[src/rtl/mmp_pkg.sv]
// Shared types, codes and lookup functions for the MIDI message parser.
// No dependencies; imported by midi_message_parser_top.
`default_nettype none

package mmp_pkg;

  localparam int LEN_W   = 2;
  localparam int KIND_W  = 5;
  localparam int CHAN_W  = 5;
  localparam int DATA_W  = 7;
  localparam int CFG_W   = 5;
  localparam int CFG_IDX_W = 2;

  // configuration register indexes
  localparam logic [CFG_IDX_W-1:0] CFG_LISTEN_CHANNEL = 2'd0;
  localparam logic [CFG_IDX_W-1:0] CFG_CHANNEL_MODE   = 2'd1;
  localparam logic [CFG_IDX_W-1:0] CFG_SYSTEM_COMMON  = 2'd2;
  localparam logic [CFG_IDX_W-1:0] CFG_REAL_TIME      = 2'd3;

  localparam logic [7:0] STATUS_SYSTEM    = 8'hF0;
  localparam logic [7:0] STATUS_REAL_TIME = 8'hF8;
  localparam logic [DATA_W-1:0] CTRL_MODE_FIRST = 7'd120;

  // message kinds
  localparam logic [KIND_W-1:0] KIND_CONTROL_CHANGE = 5'd3;
  localparam logic [KIND_W-1:0] KIND_MODE_BASE      = 5'd7;
  localparam logic [KIND_W-1:0] KIND_SYSEX          = 5'd15;
  localparam logic [KIND_W-1:0] KIND_TIME_CODE      = 5'd16;
  localparam logic [KIND_W-1:0] KIND_SONG_POSITION  = 5'd17;
  localparam logic [KIND_W-1:0] KIND_SONG_SELECT    = 5'd18;
  localparam logic [KIND_W-1:0] KIND_TUNE_REQUEST   = 5'd19;
  localparam logic [KIND_W-1:0] KIND_SYSEX_END      = 5'd20;
  localparam logic [KIND_W-1:0] KIND_CLOCK          = 5'd21;
  localparam logic [KIND_W-1:0] KIND_START          = 5'd22;
  localparam logic [KIND_W-1:0] KIND_CONTINUE       = 5'd23;
  localparam logic [KIND_W-1:0] KIND_STOP           = 5'd24;
  localparam logic [KIND_W-1:0] KIND_ACTIVE_SENSE   = 5'd25;
  localparam logic [KIND_W-1:0] KIND_RESET          = 5'd26;
  localparam logic [KIND_W-1:0] KIND_NONE           = 5'd31;
  localparam logic [KIND_W-1:0] KIND_LAST           = KIND_RESET;

  typedef struct packed {
    logic [CHAN_W-1:0] listen_channel;
    logic              channel_mode_enable;
    logic              system_common_enable;
    logic              real_time_enable;
  } mmp_cfg_t;

  typedef struct packed {
    logic              hit;
    logic [KIND_W-1:0] kind;
    logic [7:0]        status;
    logic [CHAN_W-1:0] chan;
    logic [DATA_W-1:0] d0;
    logic [DATA_W-1:0] d1;
  } mmp_result_t;

  // number of data bytes that follow a status byte 80-F7
  function automatic logic [LEN_W-1:0] msg_len(input logic [7:0] status);
    logic [LEN_W-1:0] len;
    len = 2'd2;
    if (status[6:4] != 3'b111) begin
      unique case (status[6:4])
        3'b100, 3'b101: len = 2'd1;
        default:        len = 2'd2;
      endcase
    end else begin
      unique case (status[3:0])
        4'h0, 4'h1, 4'h3: len = 2'd1;
        4'h2:             len = 2'd2;
        default:          len = 2'd0;
      endcase
    end
    return len;
  endfunction

  function automatic logic [KIND_W-1:0] sys_kind(input logic [3:0] nib);
    logic [KIND_W-1:0] k;
    k = KIND_NONE;
    unique case (nib)
      4'h0:    k = KIND_SYSEX;
      4'h1:    k = KIND_TIME_CODE;
      4'h2:    k = KIND_SONG_POSITION;
      4'h3:    k = KIND_SONG_SELECT;
      4'h6:    k = KIND_TUNE_REQUEST;
      4'h7:    k = KIND_SYSEX_END;
      4'h8:    k = KIND_CLOCK;
      4'hA:    k = KIND_START;
      4'hB:    k = KIND_CONTINUE;
      4'hC:    k = KIND_STOP;
      4'hE:    k = KIND_ACTIVE_SENSE;
      4'hF:    k = KIND_RESET;
      default: k = KIND_NONE;
    endcase
    return k;
  endfunction

  // filter and classify a completed message
  function automatic mmp_result_t classify(input logic [7:0] status,
                                           input logic [DATA_W-1:0] d0,
                                           input logic [DATA_W-1:0] d1,
                                           input mmp_cfg_t cfg);
    mmp_result_t r;
    r.hit    = 1'b1;
    r.status = status;
    r.chan   = {1'b0, status[3:0]} + 5'd1;
    r.d0     = d0;
    r.d1     = d1;
    r.kind   = KIND_NONE;
    if (status < STATUS_SYSTEM) begin
      if (cfg.listen_channel != '0 && cfg.listen_channel != r.chan) r.hit = 1'b0;
      r.kind = {2'b00, status[6:4]};
      if (r.kind == KIND_CONTROL_CHANGE && d0 >= CTRL_MODE_FIRST) begin
        if (!cfg.channel_mode_enable) r.hit = 1'b0;
        r.kind = KIND_MODE_BASE + {2'b00, d0[2:0]};
      end
    end else begin
      r.kind = sys_kind(status[3:0]);
      if (r.kind == KIND_NONE) r.hit = 1'b0;
      else if (status >= STATUS_REAL_TIME) begin
        if (!cfg.real_time_enable) r.hit = 1'b0;
      end else if (!cfg.system_common_enable) begin
        r.hit = 1'b0;
      end
    end
    return r;
  endfunction

endpackage

`default_nettype wire

[src/rtl/midi_message_parser_top.sv]
// MIDI byte parser with running status: top level, single module.
// Depends on mmp_pkg for codes, lookup tables and the result struct.
// A completed result is registered into the output register, or into the skid entry while the sink stalls.
// Throughput: one byte per cycle while rx_stall is low; the parser state updates in a single register stage.
// A two-entry output buffer (output register plus skid) keeps bytes flowing while
// the sink stalls; rx_stall rises only when both entries hold results.
// Reset clears parser state, empties the buffer and loads register defaults.
`default_nettype none

module midi_message_parser_top
  import mmp_pkg::*;
#(
  parameter int DATA_BYTES_MAX = 2
) (
  input  wire logic                 clk,
  input  wire logic                 rst,
  input  wire logic                 cfg_we,
  input  wire logic [CFG_IDX_W-1:0] cfg_index,
  input  wire logic [CFG_W-1:0]     cfg_data,
  input  wire logic                 rx_valid,
  output logic                      rx_stall,
  input  wire logic [7:0]           rx_byte,
  output logic                      msg_valid,
  input  wire logic                 msg_stall,
  output logic [KIND_W-1:0]         kind,
  output logic [7:0]                status_byte,
  output logic [CHAN_W-1:0]         channel_number,
  output logic [DATA_W-1:0]         data_first,
  output logic [DATA_W-1:0]         data_second
);

  localparam int FW = $clog2(DATA_BYTES_MAX + 1);
  localparam int IW = $clog2(DATA_BYTES_MAX);

  mmp_cfg_t cfg;

  logic [7:0]       pending_status, pending_status_next;
  logic [LEN_W-1:0] bytes_remaining, bytes_remaining_next;
  logic [LEN_W-1:0] bytes_expected, bytes_expected_next;
  logic [FW-1:0]    fill_position, fill_position_next;
  logic [DATA_W-1:0] data_store [DATA_BYTES_MAX];

  logic        accept;
  logic        store_we;
  logic [DATA_W-1:0] d0_view, d1_view;
  mmp_result_t res;

  logic        skid_valid;
  mmp_result_t out_reg, skid_reg;

  assign accept   = rx_valid && !rx_stall;
  assign rx_stall = skid_valid;

  // configuration
  always_ff @(posedge clk) begin
    if (rst) begin
      cfg.listen_channel       <= '0;
      cfg.channel_mode_enable  <= 1'b1;
      cfg.system_common_enable <= 1'b1;
      cfg.real_time_enable     <= 1'b1;
    end else if (cfg_we) begin
      unique case (cfg_index)
        CFG_LISTEN_CHANNEL: cfg.listen_channel       <= cfg_data;
        CFG_CHANNEL_MODE:   cfg.channel_mode_enable  <= cfg_data[0];
        CFG_SYSTEM_COMMON:  cfg.system_common_enable <= cfg_data[0];
        CFG_REAL_TIME:      cfg.real_time_enable     <= cfg_data[0];
        default: ;
      endcase
    end
  end

  // parser step
  always_comb begin
    pending_status_next  = pending_status;
    bytes_remaining_next = bytes_remaining;
    bytes_expected_next  = bytes_expected;
    fill_position_next   = fill_position;
    store_we = 1'b0;
    d0_view  = data_store[0];
    d1_view  = data_store[1];
    res      = classify(pending_status, d0_view, d1_view, cfg);
    res.hit  = 1'b0;
    if (accept) begin
      priority if (rx_byte >= STATUS_REAL_TIME) begin
        // real-time beat leaves the message in progress alone
        res = classify(rx_byte, d0_view, d1_view, cfg);
      end else if (rx_byte[7]) begin
        pending_status_next  = rx_byte;
        bytes_expected_next  = msg_len(rx_byte);
        bytes_remaining_next = msg_len(rx_byte);
        fill_position_next   = '0;
        if (msg_len(rx_byte) == '0) res = classify(rx_byte, d0_view, d1_view, cfg);
      end else if (bytes_remaining != '0 && fill_position < FW'(DATA_BYTES_MAX)) begin
        store_we = 1'b1;
        if (fill_position[IW-1:0] == IW'(0)) d0_view = rx_byte[DATA_W-1:0];
        if (fill_position[IW-1:0] == IW'(1)) d1_view = rx_byte[DATA_W-1:0];
        fill_position_next   = fill_position + FW'(1);
        bytes_remaining_next = bytes_remaining - LEN_W'(1);
        if (bytes_remaining == LEN_W'(1)) begin
          res = classify(pending_status, d0_view, d1_view, cfg);
          fill_position_next   = '0;
          bytes_remaining_next = bytes_expected;
        end
      end else begin
        // stray data byte: dropped
      end
    end
  end

  always_ff @(posedge clk) begin
    if (rst) begin
      pending_status  <= '0;
      bytes_remaining <= '0;
      bytes_expected  <= '0;
      fill_position   <= '0;
    end else begin
      pending_status  <= pending_status_next;
      bytes_remaining <= bytes_remaining_next;
      bytes_expected  <= bytes_expected_next;
      fill_position   <= fill_position_next;
    end
  end

  always_ff @(posedge clk) begin
    if (rst) begin
      for (int i = 0; i < DATA_BYTES_MAX; i++) data_store[i] <= '0;
    end else if (store_we) begin
      data_store[fill_position[IW-1:0]] <= rx_byte[DATA_W-1:0];
    end
  end

  // output register with skid entry
  always_ff @(posedge clk) begin
    if (rst) begin
      msg_valid  <= 1'b0;
      skid_valid <= 1'b0;
    end else if (!msg_valid || !msg_stall) begin
      if (skid_valid) begin
        msg_valid  <= 1'b1;
        skid_valid <= 1'b0;
      end else begin
        msg_valid <= res.hit;
      end
    end else if (res.hit) begin
      skid_valid <= 1'b1;
    end
  end

  always_ff @(posedge clk) begin
    if (!msg_valid || !msg_stall) begin
      out_reg <= skid_valid ? skid_reg : res;
    end else if (res.hit) begin
      skid_reg <= res;
    end
  end

  assign kind           = out_reg.kind;
  assign status_byte    = out_reg.status;
  assign channel_number = out_reg.chan;
  assign data_first     = out_reg.d0;
  assign data_second    = out_reg.d1;

`ifndef SYNTHESIS
  a_skid_needs_out: assert property (@(posedge clk) disable iff (rst)
    skid_valid |-> msg_valid) else $error("skid entry full while output empty");

  a_remaining_bound: assert property (@(posedge clk) disable iff (rst)
    bytes_remaining <= bytes_expected) else $error("remaining count above expected");

  a_fill_bound: assert property (@(posedge clk) disable iff (rst)
    fill_position <= FW'(DATA_BYTES_MAX)) else $error("fill position past store");

  a_kind_range: assert property (@(posedge clk) disable iff (rst)
    msg_valid |-> kind <= KIND_LAST) else $error("result kind out of range");

  a_held_result: assert property (@(posedge clk) disable iff (rst)
    msg_valid && msg_stall |=> msg_valid && $stable(kind) && $stable(status_byte))
    else $error("stalled result changed");
`endif

endmodule

`default_nettype wire
[config.mk]
export PLATFORM = sky130hd
export DESIGN_NAME = midi_message_parser_top
export DESIGN_NICKNAME = d
export VERILOG_FILES = /design/src/rtl/mmp_pkg.sv /design/src/rtl/midi_message_parser_top.sv
export SDC_FILE = /design/constraint.sdc
export NUM_CORES = 1
export LEC_CHECK = 0
export ABC_AREA = 0
export BUFFER_PORTS_ARGS = -buffer_cell sky130_fd_sc_hd__buf_2
export CAP_MARGIN = 25
export CORE_MARGIN = 4
export CORE_UTILIZATION = 45
export DETAILED_ROUTE_END_ITERATION = 10
export SYNTH_ARGS = -nofsm -noshare
export SYNTH_HDL_FRONTEND = slang
export SYNTH_SLANG_ARGS = --single-unit
export TNS_END_PERCENT = 30
[constraint.sdc]
create_clock -name clk -period 5.85 [get_ports clk]
set_input_delay 0.585 -clock clk [delete_from_list [all_inputs] [get_ports clk]]
set_output_delay 0.585 -clock clk [all_outputs]
set_load 0.01 [all_outputs]
======== Word level (Yosys, flattened, before mapping) ========
Memories as Yosys holds them, arrays and structs flattened. A register that Yosys moved wholly into a read port is not among the register bits.
Cells that the tools add are included.
word-level totals
  register bits ........................... 88
  logic and storage cells ................. 159
  memories ................................ 5
  bits in writable memories ............... 14
  input port bits ......................... 20
  memory bits (read-only) ................. 320
memories
  memory            words  bits a word  read ports  clocked after memory_dff  wr ports  RTL line                       text
  (name not given)  16     5            1           1                         0         mmp_pkg.sv:80                  unique case (nib)
  (name not given)  16     5            1           0                         0         mmp_pkg.sv:80
  (name not given)  16     5            1           0                         0         mmp_pkg.sv:80
  (name not given)  16     5            1           1                         0         mmp_pkg.sv:80
  data_store        2      7            2           0                         2         midi_message_parser_top.sv:41  logic [DATA_W-1:0] data_store [DATA_BYTES_MAX];
cells by class
  muxes and demuxes ....................... 74
  reduce and logical (&&, ||, !) cells .... 28
  order comparisons ....................... 7
  equality and inequality tests ........... 17
  bitwise logic cells ..................... 2
  add/subtract/negate cells ............... 6
operators by type and width
  operator               count
  $mux W33               6
  $mux W5                16
  $mux W7                7
  $mux W32               1
  $mux W6                5
  $mux W1                22
  $mux W2                11
  $mux W4                5
  $ge A8 B8 Y1 const B   2
  $lt A8 B8 Y1 const B   2
  $eq A5 B5 Y1 const B   3
  $ge A7 B7 Y1 const B   2
  $add A4 B1 Y5 const B  2
  $ne A5 B5 Y1           2
  $reduce_and A2 Y1      5
  $add A3 B3 Y4 const A  2
  $eq A4 B2 Y1 const B   2
  $logic_and A1 B1 Y1    7
  $reduce_or A7 Y1       1
  $eq A3 B2 Y1 const B   2
  $eq A3 B3 Y1 const B   2
  $reduce_and A3 Y1      2
  $reduce_bool A5 Y1     1
  $eq A2 B1 Y1 const B   2
  15 further kinds       22

======== Depth between registers and ports, before layout ========
  depth after elaboration ................. 20
  depth in mapped cells ................... 12

======== Worst setup path before layout ========
OpenSTA, ideal clock, no wires.
  path kind ............................... input -> register
  from .................................... in rx_byte[1]
  to ...................................... reg skid_reg[0] (netlist name) (enable)
  setup slack ............................. 0.580 ns
  stages on the path ...................... 8
  buffers on the path ..................... 1
  data arrival time ....................... 4.800 ns
  library setup time ...................... 0.470 ns
  cells stage by stage .................... clkbuf_1 -> inv_1 -> ha_1 -> or3_1 -> a211o_2 -> o32ai_1 -> o41ai_1 -> a211oi_1
between the ends
  word-level cells in the longest chain between the ends .. 15
ends and longest elaborated chain
  element                        RTL line                        text
  from (decl)                    midi_message_parser_top.sv:22   input wire logic [7:0] rx_byte,
  $mux W7                        midi_message_parser_top.sv:95   if (fill_position[IW-1:0] == IW'(0)) d0_view = rx_byte[DATA_W-1:0];
  $mux W7                        midi_message_parser_top.sv:93   end else if (bytes_remaining != '0 && fill_position < FW'(DATA_BYTES_MAX)) begin
  $mux W7                        midi_message_parser_top.sv:87   end else if (rx_byte[7]) begin
  $mux W7                        midi_message_parser_top.sv:84   priority if (rx_byte >= STATUS_REAL_TIME) begin
  $mux W7                        midi_message_parser_top.sv:83   if (accept) begin
  $ge A7 B7 Y1                   mmp_pkg.sv:113                  if (r.kind == KIND_CONTROL_CHANGE && d0 >= CTRL_MODE_FIRST) begin
  $logic_and A1 B1 Y1            mmp_pkg.sv:113
  $mux W6                        mmp_pkg.sv:113
  $mux W6                        mmp_pkg.sv:110                  if (status < STATUS_SYSTEM) begin
  $mux W33                       midi_message_parser_top.sv:99   if (bytes_remaining == LEN_W'(1)) begin
  $mux W33                       midi_message_parser_top.sv:93
  $mux W33                       midi_message_parser_top.sv:87
  $mux W33 *                     midi_message_parser_top.sv:84
  $mux W33 *                     midi_message_parser_top.sv:83
  $reduce_and A2 Y1 (no line) *  --
  to (signal assigned)           midi_message_parser_top.sv:153  skid_reg <= res;
  to (decl)                      midi_message_parser_top.sv:49   mmp_result_t out_reg, skid_reg;
Every way passes the cells marked *; elsewhere a longest branch is shown, timed or not. The select of a mux whose other input is x is not followed.
A chain may end at the register's enable or synchronous reset.

======== Worst setup path after layout ========
  from .................................... in rx_byte[0]
  to ...................................... reg skid_reg[10] (netlist name) (enable)
The elaborated chain is that of the path after synthesis.

==> results.cfg <==
[outcome]
run_status = complete, no violations

[worst_setup_path]
worst_path_dominant_cell_family = compound AO/OA/AOI/OAI gates
path_class = primary input to flop
worst-path-stages = 9
reg2reg_slack_ns = 2.73
start_kind = primary input
crit_arrival_ns = 3.52
timing.critical_path.from = rx_byte[0]
worstReg2RegEnd = skid_reg[10]$_DFFE_PP_
ff2ff_path_depth = 6
worst_r2r_startpoint = bytes_remaining[0]$_SDFFE_PP0P_
critPathBufInv = 3
timing.critical_path.to = skid_reg[10]$_DFFE_PP_
cpMaxStageDelayCell = sky130_fd_sc_hd__a211oi_4
slowest_stage_delay_cp_ns = 0.54
critical_path_required_ns = 5.88
crit_path_max_fo = 23
worstPathCellList = buf_2 -> inv_1 -> ha_1 -> or3_1 -> a211o_2 -> o32ai_1 -> o41ai_1 -> a211oi_4 -> buf_4
end_kind = flop

[global_route]
largest_net_degree_at_the_start_of_global_routing = 37
grt_pass1_wl_um = 19380
sum_of_overflow_across_all_layers_after_global_routing = 0
grt_pass1_vias = 3609
globalRouteTotalUtil_pct = 17.43
grt_antenna_before_repair = 0

[cts]
clk_pin_slew_ns = 0.07
post_cts.repair.setup_buffers = 0
cts-hold-fix-buffers = 0
cts-root-to-sink-buffers = 2
cts_tree = done
cts_resized = 0
tritoncts.num_buffers = 9
clk_latency_ns = 0.36
root_buffer = sky130_fd_sc_hd__clkbuf_16
htreeDepth = 3
cts.sink_count = 107

[synthesis]
synthesis.nets = 522
synth-compound-area-share_pct = 9.905
synth_area_um2 = 5545
synth_edf_count = 78
synth.distinct_cells = 69
yosysWarningCount = 0
synth-xor-area-share_pct = 1.737
dominant_register_cell_in_the_synthesized_netlist = sky130_fd_sc_hd__edfxtp_1
synth-seq-cells = 107
synth_mux_area_share_pct = 12.43
synth-async-reset-ratio_pct = 0
yosys.area_share.simple_pct = 14.58
combinational_family_with_the_most_area_after_synthesis = simple AND/OR/NAND/NOR gates
adder_and_majority_gate_portion_of_the_synthesized_area_pct = 4.061
syn_area_per_cell_um2 = 11.46
syn_inst_count = 484
synth_seq_area_share_pct = 52.71

[floorplanning]
initial_utilization_pct = 45.98
core_um2 = 12060
floorplan_die_area_um2 = 14160
die_height_um = 119.0
floorplan.rows = 40
floorplan.io_pins = 54
die_width_um = 119.0

[finish]
largest_register_ff_count = 32
antenna_diode_count = 0
post_route_cells_drive_above_1_share_pct = 23.91
final_instance_area_um2 = 6242
nets = 560
syn_to_final_growth_pct = 12.57
final_core_util_pct = 51.75
fillers = 1065

[placed_design]
io_buffer_count = 53
post_placement_setup_slack_ns = 2.009
post_dp_cell_area_um2 = 5919
detailedPlacementHpwl_um = 8758
gp_congestion = 0.8671

[timing]
worstMarginPinSlew_ns = 0.9217
timing.clock.skew_ns = 0.007674
setup_slack_ns = 2.363
setup_viol = 0
period_share_pct = 59.60
rsz0062_at_grt = no
max_freq_mhz = 286.8
drv_slew = 0
fin_crit_ns = 3.487
report.final.hold_viol_count = 0
setup_tns_ns = 0
slew-limit-headroom_pct = 38.42

[pwr]
power_density_nw_per_um2 = 266.9
power.static_leakage_uw = 0.002487
total_power_uw = 1666
ir_worst_vdd_mv = 0.1155

[routing]
dr.first_iter.drc_count = 299
vias = 3815
routed_wire_length_per_instance_um = 17.45
postRouteWirelength_um = 12130
first_pass_iters = 5
routed_via_density = 5.489
drt_drc_violations_left = 0
route.antenna.remaining_nets = 0

[min_path]
hp_class = flop to flop
whs_path_cells = 2

[run]
maxCapViolCount = 0
-- cells in the mapped netlist (5+ instances only) --
master	n	area share [%]
sky130_fd_sc_hd__inv_1	21	1.4
sky130_fd_sc_hd__a21oi_1	19	1.7
sky130_fd_sc_hd__mux2i_1	16	2.9
sky130_fd_sc_hd__clkbuf_1	19	1.3
sky130_fd_sc_hd__and2_1	16	1.8
sky130_fd_sc_hd__a211oi_1	6	0.81
sky130_fd_sc_hd__nand2b_1	6	0.68
sky130_fd_sc_hd__nand3_1	15	1.4
sky130_fd_sc_hd__nand4_1	5	0.56
sky130_fd_sc_hd__nor3_1	8	0.72
sky130_fd_sc_hd__o21ai_0	20	1.8
sky130_fd_sc_hd__edfxtp_1	78	42
sky130_fd_sc_hd__a31oi_1	6	0.68
sky130_fd_sc_hd__nor2_1	33	2.2
sky130_fd_sc_hd__or3_1	5	0.56
sky130_fd_sc_hd__nand2_1	31	2.1
sky130_fd_sc_hd__mux2_2	41	8.3
sky130_fd_sc_hd__dfxtp_1	29	10
sky130_fd_sc_hd__ha_1	18	4.1
sky130_fd_sc_hd__xnor2_1	7	1.1
-- area by class of cell --
type,instances,area [µm²],area share [%]
well taps,168,210.2,3.367
flip-flops and latches,107,2923,46.82
repair buffers,58,322.8,5.171
clock inverters,7,97.59,1.563
inverters,22,82.58,1.323
multi-input cells,324,2381,38.14
clock buffers,9,225.2,3.608
-- metal layers --
metal	routed length, µm	vias to the layer above	share of wire [%]	global-route usage [%]
li1	-	1853	-	-
met1	5906	1800	49	25.64
met2	5149	141	42	24.87
met3	800	21	6.6	4.179
met4	273	0	2.3	6.445
met5	0	-	0	0
-- layout by cell type, fill, tap and decap left out, types with 3 or more instances in the layout --
cell / synthesis / layout
sky130_fd_sc_hd__o22ai_1: 3 / 3
sky130_fd_sc_hd__a211oi_1: 6 / 5
sky130_fd_sc_hd__mux2_2: 41 / 41
sky130_fd_sc_hd__and2_1: 16 / 16
sky130_fd_sc_hd__xor2_1: 4 / 4
sky130_fd_sc_hd__buf_4: 4 / 4
sky130_fd_sc_hd__a211o_1: 3 / 3
sky130_fd_sc_hd__nor2_1: 33 / 33
sky130_fd_sc_hd__nand2_1: 31 / 31
sky130_fd_sc_hd__or2b_1: 4 / 4
sky130_fd_sc_hd__nand2b_1: 6 / 6
sky130_fd_sc_hd__a32oi_1: 3 / 3
sky130_fd_sc_hd__nor3_1: 8 / 8
sky130_fd_sc_hd__edfxtp_1: 78 / 78
sky130_fd_sc_hd__a21oi_1: 19 / 19
sky130_fd_sc_hd__mux2i_1: 16 / 16
sky130_fd_sc_hd__clkbuf_16: 0 / 9
sky130_fd_sc_hd__a21boi_0: 3 / 3
sky130_fd_sc_hd__nand4_1: 5 / 5
sky130_fd_sc_hd__and4_1: 3 / 3
sky130_fd_sc_hd__or2_2: 3 / 3
sky130_fd_sc_hd__o21ai_0: 20 / 20
sky130_fd_sc_hd__or3_1: 5 / 5
sky130_fd_sc_hd__inv_1: 21 / 21
sky130_fd_sc_hd__nand3_1: 15 / 15
sky130_fd_sc_hd__xnor2_1: 7 / 7
sky130_fd_sc_hd__nor4_1: 4 / 4
sky130_fd_sc_hd__a31oi_1: 6 / 6
sky130_fd_sc_hd__buf_2: 2 / 53
sky130_fd_sc_hd__ha_1: 18 / 18
sky130_fd_sc_hd__dfxtp_1: 29 / 29
-- power by group --
part           leakage [µW]  switching (µW)  internal, µW  total, µW
sequential          0.00105            19.7           839        859
combinational       0.00128            93.2          63.5        157
clock              0.000160             272           379        651
total               0.00249             385          1280       1670
-- metrics by stage --
| step | hold WS (ns) | cells |
|---|---|---|
| 2_1_floorplan | 0.4372 | 484 |
| 3_3_place_gp | 0.4465 | 678 |
| 3_5_place_dp | 0.4576 | 679 |
| 4_1_cts | 0.4639 | 695 |
| 5_1_grt | 0.4752 | 695 |
| 6_report | 0.4668 | 695 |
-- worst min-delay path, delay by kind of cell (launching register included) --
kind | cells | cell delay [ns]
and+or+nand+nor | 1 | 0.05
AOI/OAI and AO/OA | 1 | 0.06
DFF | 1 | 0.31
-- how the worst min path moves through the flow --
stage                                         startpoint                              to
final                     bytes_expected[0]$_SDFFE_PP0P_  bytes_expected[0]$_SDFFE_PP0P_
after floorplan           bytes_expected[0]$_SDFFE_PP0P_  bytes_expected[0]$_SDFFE_PP0P_
after CTS                                    cfg_data[1]             cfg[4]$_SDFFE_PP0P_
after detailed placement  bytes_expected[0]$_SDFFE_PP0P_  bytes_expected[0]$_SDFFE_PP0P_
after global routing                         cfg_data[4]             cfg[7]$_SDFFE_PP0P_
after global placement    bytes_expected[0]$_SDFFE_PP0P_  bytes_expected[0]$_SDFFE_PP0P_
-- logic make-up (layout without fill, tap and decap cells) --
logic type	Yosys count	in the layout
AO/OA/AOI/OAI	83	83
AND/OR/NAND/NOR	152	152
multiplexers	60	60
buffers and inverters	53	96
adder cells (fa/ha/maj)	18	18
XOR/XNOR	11	11
flip-flops	107	107
No activity file was read; power rests on OpenSTA's default activity.
